File: src/rtl/vsps_pkg.sv
// Shared types and constants for the visual-servo pick sequencer.
// Holds the beat structs, phase encoding, register indexes and saturation helper.
// No dependencies.
package vsps_pkg;

	typedef enum logic [1:0] {
		PH_FOLLOW  = 2'd0,
		PH_HOVER   = 2'd1,
		PH_DESCEND = 2'd2
	} phase_t;

	typedef enum logic [2:0] {
		REG_TARGET_X       = 3'd0,
		REG_TARGET_Y       = 3'd1,
		REG_GAIN           = 3'd2,
		REG_STEP_LIMIT     = 3'd3,
		REG_CAPTURE_WINDOW = 3'd4,
		REG_HOVER_TICKS    = 3'd5,
		REG_HOVER_STEP     = 3'd6
	} reg_index_t;

	localparam int CFG_DATA_W = 24;

	localparam logic [15:0] RST_TARGET_X       = 16'd6640;
	localparam logic [15:0] RST_TARGET_Y       = 16'd6880;
	localparam logic [15:0] RST_GAIN           = 16'd319;
	localparam logic [23:0] RST_STEP_LIMIT     = 24'd33554;
	localparam logic [15:0] RST_CAPTURE_WINDOW = 16'd48;
	localparam logic [15:0] RST_HOVER_TICKS    = 16'd700;
	localparam logic [23:0] RST_HOVER_STEP     = 24'd839;

	localparam logic signed [7:0] GRIP_OPEN  = -8'sd5;
	localparam logic signed [7:0] GRIP_CLOSE = 8'sd100;

	localparam logic [2:0] MASK_NONE    = 3'd0;
	localparam logic [2:0] MASK_HOVER   = 3'd3;
	localparam logic [2:0] MASK_DESCEND = 3'd4;
	localparam logic [2:0] MASK_FOLLOW  = 3'd7;

	typedef struct packed {
		logic        func;
		logic [7:0]  object_count;
		logic [15:0] pos_x;
		logic [15:0] pos_y;
	} item_t;

	typedef struct packed {
		logic [1:0]         phase;
		logic signed [31:0] lr_command;
		logic signed [31:0] fb_command;
		logic signed [7:0]  gripper_command;
		logic [2:0]         sent_mask;
	} result_t;

	// signed 32-bit accumulate of a 25-bit signed delta, clamped to the 32-bit range
	function automatic logic signed [31:0] sat_add(input logic signed [31:0] acc,
		input logic signed [24:0] delta);
		logic signed [32:0] sum;
		logic signed [31:0] res;
		sum = {acc[31], acc} + {{8{delta[24]}}, delta};
		if (sum[32] != sum[31]) begin
			res = sum[32] ? 32'sh8000_0000 : 32'sh7FFF_FFFF;
		end else begin
			res = sum[31:0];
		end
		return res;
	endfunction

endpackage

File: src/rtl/visual_servo_pick_sequencer.sv
// Visual-servo pick sequencer: follow, hover and descend phases on a joint command set.
// Depends on vsps_pkg for beat structs, phase encoding and register indexes.
//
// Usage:
//   item channel (item_valid / item_stall / item) carries detections (func 0) and
//   timer ticks (func 1). Every accepted beat yields exactly one result beat on
//   result_valid / result_stall / result: phase after the step, the three held
//   joint commands and a mask of the commands issued by this beat.
//   Errors and the gain products are formed on the way into the first register;
//   clamp, sign selection and the saturating accumulate sit between it and the
//   state and result registers, from which result_valid comes. One beat is taken
//   every cycle while the result is not stalled.
//   A stalled result holds in its register; the first register then fills, after
//   which item_stall rises until the result is taken.
//   Configuration (cfg_we / cfg_index / cfg_data) must be written only while no
//   beat is in flight; the block does not enforce this. Indexes beyond six are ignored.
//   Reset loads the default setpoints, clears the commands and enters follow.
module visual_servo_pick_sequencer (
	input  logic                             clk,
	input  logic                             arst_n,
	input  logic                             item_valid,
	output logic                             item_stall,
	input  vsps_pkg::item_t                  item,
	output logic                             result_valid,
	input  logic                             result_stall,
	output vsps_pkg::result_t                result,
	input  logic                             cfg_we,
	input  logic [2:0]                       cfg_index,
	input  logic [vsps_pkg::CFG_DATA_W-1:0]  cfg_data
);

	logic [15:0] target_x_q, target_y_q, gain_q, window_q, hover_ticks_q;
	logic [23:0] step_limit_q, hover_step_q;

	always_ff @(posedge clk or negedge arst_n) begin
		if (!arst_n) begin
			target_x_q    <= vsps_pkg::RST_TARGET_X;
			target_y_q    <= vsps_pkg::RST_TARGET_Y;
			gain_q        <= vsps_pkg::RST_GAIN;
			step_limit_q  <= vsps_pkg::RST_STEP_LIMIT;
			window_q      <= vsps_pkg::RST_CAPTURE_WINDOW;
			hover_ticks_q <= vsps_pkg::RST_HOVER_TICKS;
			hover_step_q  <= vsps_pkg::RST_HOVER_STEP;
		end else if (cfg_we) begin
			case (cfg_index)
				vsps_pkg::REG_TARGET_X:       target_x_q    <= cfg_data[15:0];
				vsps_pkg::REG_TARGET_Y:       target_y_q    <= cfg_data[15:0];
				vsps_pkg::REG_GAIN:           gain_q        <= cfg_data[15:0];
				vsps_pkg::REG_STEP_LIMIT:     step_limit_q  <= cfg_data;
				vsps_pkg::REG_CAPTURE_WINDOW: window_q      <= cfg_data[15:0];
				vsps_pkg::REG_HOVER_TICKS:    hover_ticks_q <= cfg_data[15:0];
				vsps_pkg::REG_HOVER_STEP:     hover_step_q  <= cfg_data;
				default: ;
			endcase
		end
	end

	// error, magnitude and gain product ahead of the first register
	logic signed [16:0] err_x, err_y;
	logic [15:0]        mag_x, mag_y;
	logic [31:0]        prod_x, prod_y;

	always_comb begin
		err_x  = $signed({1'b0, item.pos_x}) - $signed({1'b0, target_x_q});
		err_y  = $signed({1'b0, item.pos_y}) - $signed({1'b0, target_y_q});
		mag_x  = err_x[16] ? 16'(-err_x) : err_x[15:0];
		mag_y  = err_y[16] ? 16'(-err_y) : err_y[15:0];
		prod_x = mag_x * gain_q;
		prod_y = mag_y * gain_q;
	end

	logic        valid_s1, func_s1, one_obj_s1, win_s1;
	logic        neg_x_s1, nz_x_s1, neg_y_s1, nz_y_s1;
	logic [27:0] step_x_s1, step_y_s1;
	logic        item_accept, move_s1, out_free;

	assign out_free    = !result_valid || !result_stall;
	assign move_s1     = valid_s1 && out_free;
	assign item_stall  = valid_s1 && !out_free;
	assign item_accept = item_valid && !item_stall;

	always_ff @(posedge clk or negedge arst_n) begin
		if (!arst_n) begin
			valid_s1 <= 1'b0;
		end else if (item_accept) begin
			valid_s1 <= 1'b1;
		end else if (move_s1) begin
			valid_s1 <= 1'b0;
		end
	end

	always_ff @(posedge clk) begin
		if (item_accept) begin
			func_s1    <= item.func;
			one_obj_s1 <= (item.object_count == 8'd1);
			win_s1     <= (mag_x < window_q) && (mag_y < window_q);
			neg_x_s1   <= err_x[16];
			nz_x_s1    <= (err_x != 17'sd0);
			neg_y_s1   <= err_y[16];
			nz_y_s1    <= (err_y != 17'sd0);
			step_x_s1  <= prod_x[31:4];
			step_y_s1  <= prod_y[31:4];
		end
	end

	// sequencer state
	vsps_pkg::phase_t   phase_q, phase_d;
	logic [15:0]        hover_cnt_q, hover_cnt_d, hover_inc;
	logic signed [31:0] lr_q, fb_q, lr_d, fb_d;
	logic signed [7:0]  grip_q, grip_d;
	logic [2:0]         mask_q, mask_d;
	logic               follow_hit, hover_hit, descend_hit, hover_done;
	logic [23:0]        clamp_x, clamp_y;
	logic signed [24:0] delta_x, delta_y;

	always_comb begin
		follow_hit  = !func_s1 && one_obj_s1 && (phase_q == vsps_pkg::PH_FOLLOW);
		hover_hit   = func_s1 && (phase_q == vsps_pkg::PH_HOVER);
		descend_hit = func_s1 && (phase_q == vsps_pkg::PH_DESCEND);
		hover_inc   = hover_cnt_q + 16'd1;
		hover_done  = (hover_inc == hover_ticks_q);
	end

	always_comb begin
		phase_d = phase_q;
		if (follow_hit && win_s1) begin
			phase_d = vsps_pkg::PH_HOVER;
		end else if (hover_hit && hover_done) begin
			phase_d = vsps_pkg::PH_DESCEND;
		end
	end

	always_comb begin
		clamp_x     = (step_x_s1 > {4'd0, step_limit_q}) ? step_limit_q : step_x_s1[23:0];
		clamp_y     = (step_y_s1 > {4'd0, step_limit_q}) ? step_limit_q : step_y_s1[23:0];
		delta_x     = neg_x_s1 ? -$signed({1'b0, clamp_x}) : $signed({1'b0, clamp_x});
		delta_y     = neg_y_s1 ? $signed({1'b0, clamp_y}) : -$signed({1'b0, clamp_y});
		lr_d        = lr_q;
		fb_d        = fb_q;
		grip_d      = grip_q;
		hover_cnt_d = hover_cnt_q;
		mask_d      = vsps_pkg::MASK_NONE;
		if (follow_hit) begin
			if (nz_y_s1) begin
				lr_d = vsps_pkg::sat_add(lr_q, delta_y);
			end
			if (nz_x_s1) begin
				fb_d = vsps_pkg::sat_add(fb_q, delta_x);
			end
			grip_d = vsps_pkg::GRIP_OPEN;
			mask_d = vsps_pkg::MASK_FOLLOW;
		end else if (hover_hit) begin
			fb_d        = vsps_pkg::sat_add(fb_q, $signed({1'b0, hover_step_q}));
			grip_d      = vsps_pkg::GRIP_OPEN;
			mask_d      = vsps_pkg::MASK_HOVER;
			hover_cnt_d = hover_done ? 16'd0 : hover_inc;
		end else if (descend_hit) begin
			grip_d = vsps_pkg::GRIP_CLOSE;
			mask_d = vsps_pkg::MASK_DESCEND;
		end
	end

	always_ff @(posedge clk or negedge arst_n) begin
		if (!arst_n) begin
			phase_q      <= vsps_pkg::PH_FOLLOW;
			hover_cnt_q  <= 16'd0;
			lr_q         <= 32'sd0;
			fb_q         <= 32'sd0;
			grip_q       <= 8'sd0;
			mask_q       <= vsps_pkg::MASK_NONE;
			result_valid <= 1'b0;
		end else begin
			if (move_s1) begin
				phase_q     <= phase_d;
				hover_cnt_q <= hover_cnt_d;
				lr_q        <= lr_d;
				fb_q        <= fb_d;
				grip_q      <= grip_d;
				mask_q      <= mask_d;
			end
			if (move_s1) begin
				result_valid <= 1'b1;
			end else if (!result_stall) begin
				result_valid <= 1'b0;
			end
		end
	end

	always_comb begin
		result.phase           = phase_q;
		result.lr_command      = lr_q;
		result.fb_command      = fb_q;
		result.gripper_command = grip_q;
		result.sent_mask       = mask_q;
	end

	a_descend_sticks: assert property (@(posedge clk) disable iff (!arst_n)
		phase_q == vsps_pkg::PH_DESCEND |=> phase_q == vsps_pkg::PH_DESCEND)
		else $error("descend phase left");

	a_mask_legal: assert property (@(posedge clk) disable iff (!arst_n)
		result_valid |-> (mask_q == vsps_pkg::MASK_NONE || mask_q == vsps_pkg::MASK_HOVER ||
			mask_q == vsps_pkg::MASK_DESCEND || mask_q == vsps_pkg::MASK_FOLLOW))
		else $error("illegal sent mask");

	a_state_holds: assert property (@(posedge clk) disable iff (!arst_n)
		!move_s1 |=> $stable(phase_q) && $stable(lr_q) && $stable(fb_q) && $stable(grip_q))
		else $error("state changed without a beat");

	a_hover_grip: assert property (@(posedge clk) disable iff (!arst_n)
		phase_q == vsps_pkg::PH_HOVER |-> grip_q == vsps_pkg::GRIP_OPEN)
		else $error("gripper not open in hover");

	a_stall_needs_item: assert property (@(posedge clk) disable iff (!arst_n)
		item_stall |-> valid_s1 && result_valid)
		else $error("stall without held beat");

endmodule

File: config.mk
export PLATFORM = sky130hd
export DESIGN_NAME = visual_servo_pick_sequencer
export DESIGN_NICKNAME = d
export VERILOG_FILES = /design/src/rtl/vsps_pkg.sv /design/src/rtl/visual_servo_pick_sequencer.sv
export SDC_FILE = /design/constraint.sdc
export NUM_CORES = 2
export LEC_CHECK = 0
export BUFFER_PORTS_ARGS = -buffer_cell sky130_fd_sc_hd__buf_2
export CORE_MARGIN = 4
export CORE_UTILIZATION = 65
export CTS_BUF_LIST = sky130_fd_sc_hd__clkbuf_8
export DETAILED_ROUTE_END_ITERATION = 12
export GPL_TIMING_DRIVEN = 0
export PLACE_DENSITY = 0.83
export SKIP_LAST_GASP = 1
export SLEW_MARGIN = 20
export SYNTH_ARGS = -nofsm -noshare
export SYNTH_HDL_FRONTEND = slang
export SYNTH_SLANG_ARGS = --single-unit
export TNS_END_PERCENT = 50
File: constraint.sdc
create_clock -name clk -period 16 [get_ports clk]
set_clock_uncertainty 0.2 [all_clocks]
set_input_delay 0.8 -clock clk [delete_from_list [all_inputs] [get_ports clk]]
set_output_delay 0.8 -clock clk [all_outputs]
set_load 0.01 [all_outputs]
# Yosys cells after proc, flatten, opt, wreduce, memory -nomap -nowiden
# Cells that the tools add are included.
dict set report op_classes {
  add_sub_neg 10
  multipliers 2
  order_cmp 4
  eq_ne 15
  n_mux 28
  n_bitwise 1
  n_reduce_logical 36
}
# operator count
set op_table {}
lappend op_table {{two-way mux 32 bit} 9}
lappend op_table {{adder 32 x 25 -> 33 bit} 3}
lappend op_table {{multiplier 16 x 16 -> 32 bit} 2}
lappend op_table {{> comparator 28 x 24 -> 1 bit} 2}
lappend op_table {{two-way mux 25 bit} 2}
lappend op_table {{negation 24 -> 25 bit} 2}
lappend op_table {{two-way mux 16 bit} 3}
lappend op_table {{two-way mux 24 bit} 2}
lappend op_table {{nonzero test 17 bit} 2}
lappend op_table {{subtractor 16 x 16 -> 17 bit} 2}
lappend op_table {{less-than comparator 16 bit} 2}
lappend op_table {{negation 16 bit} 2}
lappend op_table {{two-way mux 8 bit} 3}
lappend op_table {{AND reduction 2 bit} 9}
lappend op_table {{adder 16 x 1 -> 16 bit, second input constant} 1}
lappend op_table {{equality test 16 bit} 1}
lappend op_table {{logical AND 1 bit} 10}
lappend op_table {{equality test 3 bit, second input constant} 3}
lappend op_table {{two-way mux 3 bit} 3}
lappend op_table {{AND reduction 3 bit} 3}
lappend op_table {{equality test 8 x 1 -> 1 bit, second input constant} 1}
lappend op_table {{equality test 3 x 2 -> 1 bit, second input constant} 2}
lappend op_table {{nonzero test 2 bit} 3}
lappend op_table {{logical NOT 1 bit} 5}
lappend op_table {{other kinds (13)} 19}
dict set report word_totals {
  regBits 286
  input_bits 73
  output_inout_bits 79
  wordCells 120
}

# Logic depth before layout (Yosys ltp)
dict set report logic_depth {
  ltp_word 9
  ltp_mapped 38
  ltp_nobuf 36
}

# Least setup slack after synthesis
# Ideal clock, no wire load.
dict set report synth_path {
  path_type {input to register}
  start {in item[0] in the netlist's numbering}
  end {reg step_y_s1[27] (data pin)}
  setup_ns 0.260
  arrival_ns 9.090
  required_ns 15.540
  path_slack_ns 6.450
  stages 34
  n_path_buf 2
  cell_sequence {inv_1 ha_1 fa_1 nor2b_4 o31a_1 o31a_4 o211ai_4 a2111oi_1 mux2i_4 a21boi_2 a21oi_1 xnor2_2 buf_2 nand2_1 fa_1 fa_1 fa_1 inv_1 fa_1 fa_1 inv_1 fa_1 inv_1 ha_1 clkbuf_1 a21o_1 a21o_1 a21o_1 and2_1 o311ai_0 nand3_1 a311o_1 a21oi_1 xnor2_1}
}
dict set report synth_between {
  elab_chain_cells 4
}
# element line
set synth_rtl {}
lappend synth_rtl {{from (decl)} visual_servo_pick_sequencer.sv:23} ;# input vsps_pkg::item_t item,
lappend synth_rtl {{subtractor 16 x 16 -> 17 bit (*)} visual_servo_pick_sequencer.sv:65} ;# err_y = $signed({1'b0, item.pos_y}) - $signed({1'b0, target_y_q});
lappend synth_rtl {{negation 16 bit} visual_servo_pick_sequencer.sv:67} ;# mag_y = err_y[16] ? 16'(-err_y) : err_y[15:0];
lappend synth_rtl {{two-way mux 16 bit (*)} visual_servo_pick_sequencer.sv:67}
lappend synth_rtl {{multiplier 16 x 16 -> 32 bit (*)} visual_servo_pick_sequencer.sv:69} ;# prod_y = mag_y * gain_q;
lappend synth_rtl {{named net prod_y[31]} visual_servo_pick_sequencer.sv:61} ;# logic [31:0] prod_x, prod_y;
lappend synth_rtl {{to (signal assigned)} visual_servo_pick_sequencer.sv:102} ;# step_y_s1 <= prod_y[31:4];
lappend synth_rtl {{to (decl)} visual_servo_pick_sequencer.sv:74} ;# logic [27:0] step_x_s1, step_y_s1;
# The timed path passes the listed nets; every way through them passes the cells marked *.
# A chain may end at the register's enable or synchronous reset.

# Final worst setup path
dict set report layout_path {
  start {reg target_y_q[9]}
  end {reg step_y_s1[27] (data pin)}
}
dict set report layout_between {
  elab_cells_between_ends 4
  cone_classes {add/sub: 2; mul: 1; mux: 1}
}
# element line
set layout_rtl {}
lappend layout_rtl {{from (decl)} visual_servo_pick_sequencer.sv:32} ;# logic [15:0] target_x_q, target_y_q, gain_q, window_q, hover_ticks_q;
lappend layout_rtl {{from (signal assigned)} visual_servo_pick_sequencer.sv:38} ;# target_y_q <= vsps_pkg::RST_TARGET_Y;
lappend layout_rtl {{from (signal assigned)} visual_servo_pick_sequencer.sv:47} ;# vsps_pkg::REG_TARGET_Y: target_y_q <= cfg_data[15:0];
lappend layout_rtl {{subtractor 16 x 16 -> 17 bit} visual_servo_pick_sequencer.sv:65}
lappend layout_rtl {{named net err_y[16]} visual_servo_pick_sequencer.sv:59} ;# logic signed [16:0] err_x, err_y;
lappend layout_rtl {{two-way mux 16 bit} visual_servo_pick_sequencer.sv:67}
lappend layout_rtl {{multiplier 16 x 16 -> 32 bit} visual_servo_pick_sequencer.sv:69}
lappend layout_rtl {{named net prod_y[31]} visual_servo_pick_sequencer.sv:61}
# The timed path passes the listed nets, and every way through them passes these cells.

==> flow_summary.json <==
{
  "path_class": "reg -> reg",
  "worstSkewPairLatency_ns": 0.70,
  "critPathMaxStageDelay_ns": 0.88,
  "cts_tree": "yes",
  "slew_headroom_pct": 18.3,
  "avgSynthCellArea_um2": 8.80,
  "wl_met3_um": 12900,
  "cp-end-kind": "flip-flop",
  "arrival_ns": 10.87,
  "synth-async-reset-ratio_pct": 77.5,
  "critical_path_required_ns": 16.20,
  "portBuffers": 149,
  "grt_pass1_vias": 33700,
  "die_x_um": 254,
  "synth_nets": 5331,
  "viasPerCell": 6.21,
  "synth_area_mm2": 0.0393,
  "ant_nets": 0,
  "drive_above_1_share_pct": 10.4,
  "io_pins": 152,
  "fmax_mhz": 93.8,
  "top_layer": "met5",
  "hpwl_um": 94300,
  "start_kind": "flip-flop",
  "status": "completed",
  "ys_types": 108,
  "clock_path_buffers": 3,
  "ys_seq_area_share_pct": 18.8,
  "synth_edf_count": 63,
  "setup_viol": 0,
  "die_h_um": 254,
  "slew_viol_final": 0,
  "rsz0062_at_grt": "no",
  "syn2layout_area_growth_pct": 7.49,
  "cts_setup_buffers": 0,
  "postSynthCellCount": 4460,
  "wl_um": 120000,
  "htreeDepth": 2,
  "globalRouteOverflowTotal": 0,
  "grt_pass1_wl_um": 187000,
  "path_clk_slew_ns": 0.07,
  "synth_ff_type": "dfrtp_1",
  "grt_antenna_before_repair": 6,
  "cts_resized": 0,
  "m1WireLength_um": 46000,
  "tightest_slew_ns": 1.22,
  "final.setup.tns_ns": 0,
  "grt_max_degree": 99,
  "root_buffer": "clkbuf_8",
  "hold_viol": 0,
  "gp_congestion": 1.05,
  "route.met2.wl_um": 53500,
  "cpMaxStageDelayCell": "xnor2_1",
  "core_area_mm2": 0.0594,
  "cts.sinks": 280,
  "grt_use_total_pct": 37.3,
  "hold_class": "in -> reg",
  "drc_errors": 0,
  "cp_max_fo": 10,
  "row_count": 89,
  "dieArea_mm2": 0.0644,
  "fin_crit_ns": 10.67,
  "max-cap-violations": 0,
  "start_util_pct": 66.1,
  "yosysWarnings": 0,
  "fin_nets": 5538,
  "wl_per_cell_um": 21.8,
  "timing.final.crit_share_pct": 66.7,
  "via_count": 34100,
  "ys_ff_latch": 280,
  "first_pass_iters": 6,
  "cts_buffers": 52,
  "drt_iter0_drc": 3453
}
-- kinds of logic (layout without fill, tap and decap cells) --
| family | after synthesis | after routing | share of synthesized area [%] |
|---|---|---|---|
| simple gates | 1342 | 1342 | 16.5 |
| compound gates | 884 | 884 | 14.4 |
| fa+ha+maj | 799 | 799 | 33.0 |
| buf+inv | 763 | 1014 | 7.62 |
| flops | 280 | 280 | 18.8 |
| xor+xnor | 258 | 258 | 5.99 |
| mux | 134 | 134 | 3.74 |
| other cells | 0 | 6 | 0 |
-- worst max-delay path: cells and delay by family (launching register included) --
| kind | cells | cell delay (ns) |
|---|---|---|
| fa+ha+maj | 8 | 3.76 |
| flops | 1 | 0.52 |
| buf+inv | 10 | 1.25 |
| xor+xnor | 2 | 0.97 |
| simple gates | 6 | 0.75 |
| compound gates | 10 | 2.91 |
-- layout make-up --
class | instances | area (um^2)
diodes | 6 | 15.0
plain buffers | 180 | 802
clock buffers | 58 | 798
clock inverters | 40 | 280
fillers | 4642 | 17200
inverters | 583 | 2190
multi-input cells | 3417 | 28900
flip-flops and latches | 280 | 7370
well taps | 773 | 967
repair buffers | 153 | 848
-- path summary, 6_finish.rpt --
check                         startpoint        endpoint  slack [ns]  depth (start not counted)
max                        target_y_q[9]   step_y_s1[27]        5.33                         36
min                             item[40]         func_s1         0.1                          1
max reg2reg                target_y_q[9]   step_y_s1[27]        5.33                         36
min reg2reg                    mask_q[2]       mask_q[2]        0.29                          2
max in group asynchronous         arst_n  target_x_q[12]       14.26                          3
min in group asynchronous         arst_n        fb_q[22]        0.43                          2
-- what timing repair did --
item / in CTS / in global routing
endpoints found under the hold margin: 48 / 0
endpoints found under the setup margin: 0 / 0
hold buffers: 1 / 0
-- state kept, by name, indices dropped and copies added (netlist names), 2 cells and up --
| name | cells |
|---|---|
| phase_q | 2 |
| target_y_q | 16 |
| hover_ticks_q | 16 |
| step_limit_q | 24 |
| gain_q | 16 |
| step_x_s1 | 28 |
| lr_q | 32 |
| window_q | 16 |
| grip_q | 3 |
| hover_step_q | 24 |
| hover_cnt_q | 16 |
| step_y_s1 | 28 |
| fb_q | 32 |
| target_x_q | 16 |
| mask_q | 2 |
-- per-stage QoR --
step	instances	utilization (%)	cell area, um^2	setup WS (ns)	hold slack, ns
floorplan	4460	-	39300	6.45	0.278
global placement	5382	69.0	41000	4.87	0.266
detailed placement	5385	69.2	41100	4.95	0.271
CTS	5484	71.0	42200	5.53	0.0614
global route	5485	71.1	42200	4.91	0.0723
finish	5490	71.1	42200	5.33	0.0992
-- placed cells by master, fill, tap and decap left out, drive strengths merged, types with 8 or more instances in the layout --
| cell | instances |
|---|---|
| a21o | 106 |
| o31ai | 45 |
| a21boi | 20 |
| fa | 393 |
| dfrtp | 178 |
| nand3 | 63 |
| mux2i | 43 |
| o21a | 25 |
| nor4 | 17 |
| nand2b | 36 |
| nor3b | 8 |
| dfstp | 39 |
| o21ai | 229 |
| or3 | 26 |
| o21bai | 26 |
| a211oi | 33 |
| o211ai | 17 |
| nand4 | 43 |
| a211o | 9 |
| mux2 | 91 |
| edfxtp | 63 |
| or2 | 15 |
| a31oi | 29 |
| and3 | 28 |
| clkbuf | 184 |
| inv | 602 |
| and4 | 8 |
| buf | 206 |
| and2 | 208 |
| nor3 | 64 |
| nand2 | 519 |
| xor2 | 98 |
| nor2 | 227 |
| xnor2 | 160 |
| clkinv | 16 |
| nor2b | 55 |
| a21oi | 269 |
| ha | 405 |
-- Yosys cell counts (63+ instances only) --
master | number | area [um^2]
inv_1 | 581 | 2180
nand2_1 | 518 | 1940
ha_1 | 405 | 5070
fa_1 | 393 | 7870
a21oi_1 | 269 | 1350
nor2_1 | 224 | 841
o21ai_0 | 216 | 1080
and2_1 | 206 | 1290
dfrtp_1 | 178 | 4450
xnor2_1 | 152 | 1330
clkbuf_1 | 124 | 465
a21o_1 | 106 | 796
xor2_1 | 94 | 823
mux2_2 | 91 | 1020
nor3_1 | 64 | 320
edfxtp_1 | 63 | 1890
nand3_1 | 63 | 315
-- routing by layer --
| layer | track usage [%] | vias to the layer above |
|---|---|---|
| met5 | 0 | - |
| met4 | 19.6 | 4 |
| met3 | 9.16 | 433 |
| met2 | 59.0 | 1861 |
| met1 | 47.9 | 16400 |
| li1 | - | 15300 |
Power is not shown: default switching activity piles up to over one toggle a cycle in this logic, so the estimate is an artifact.
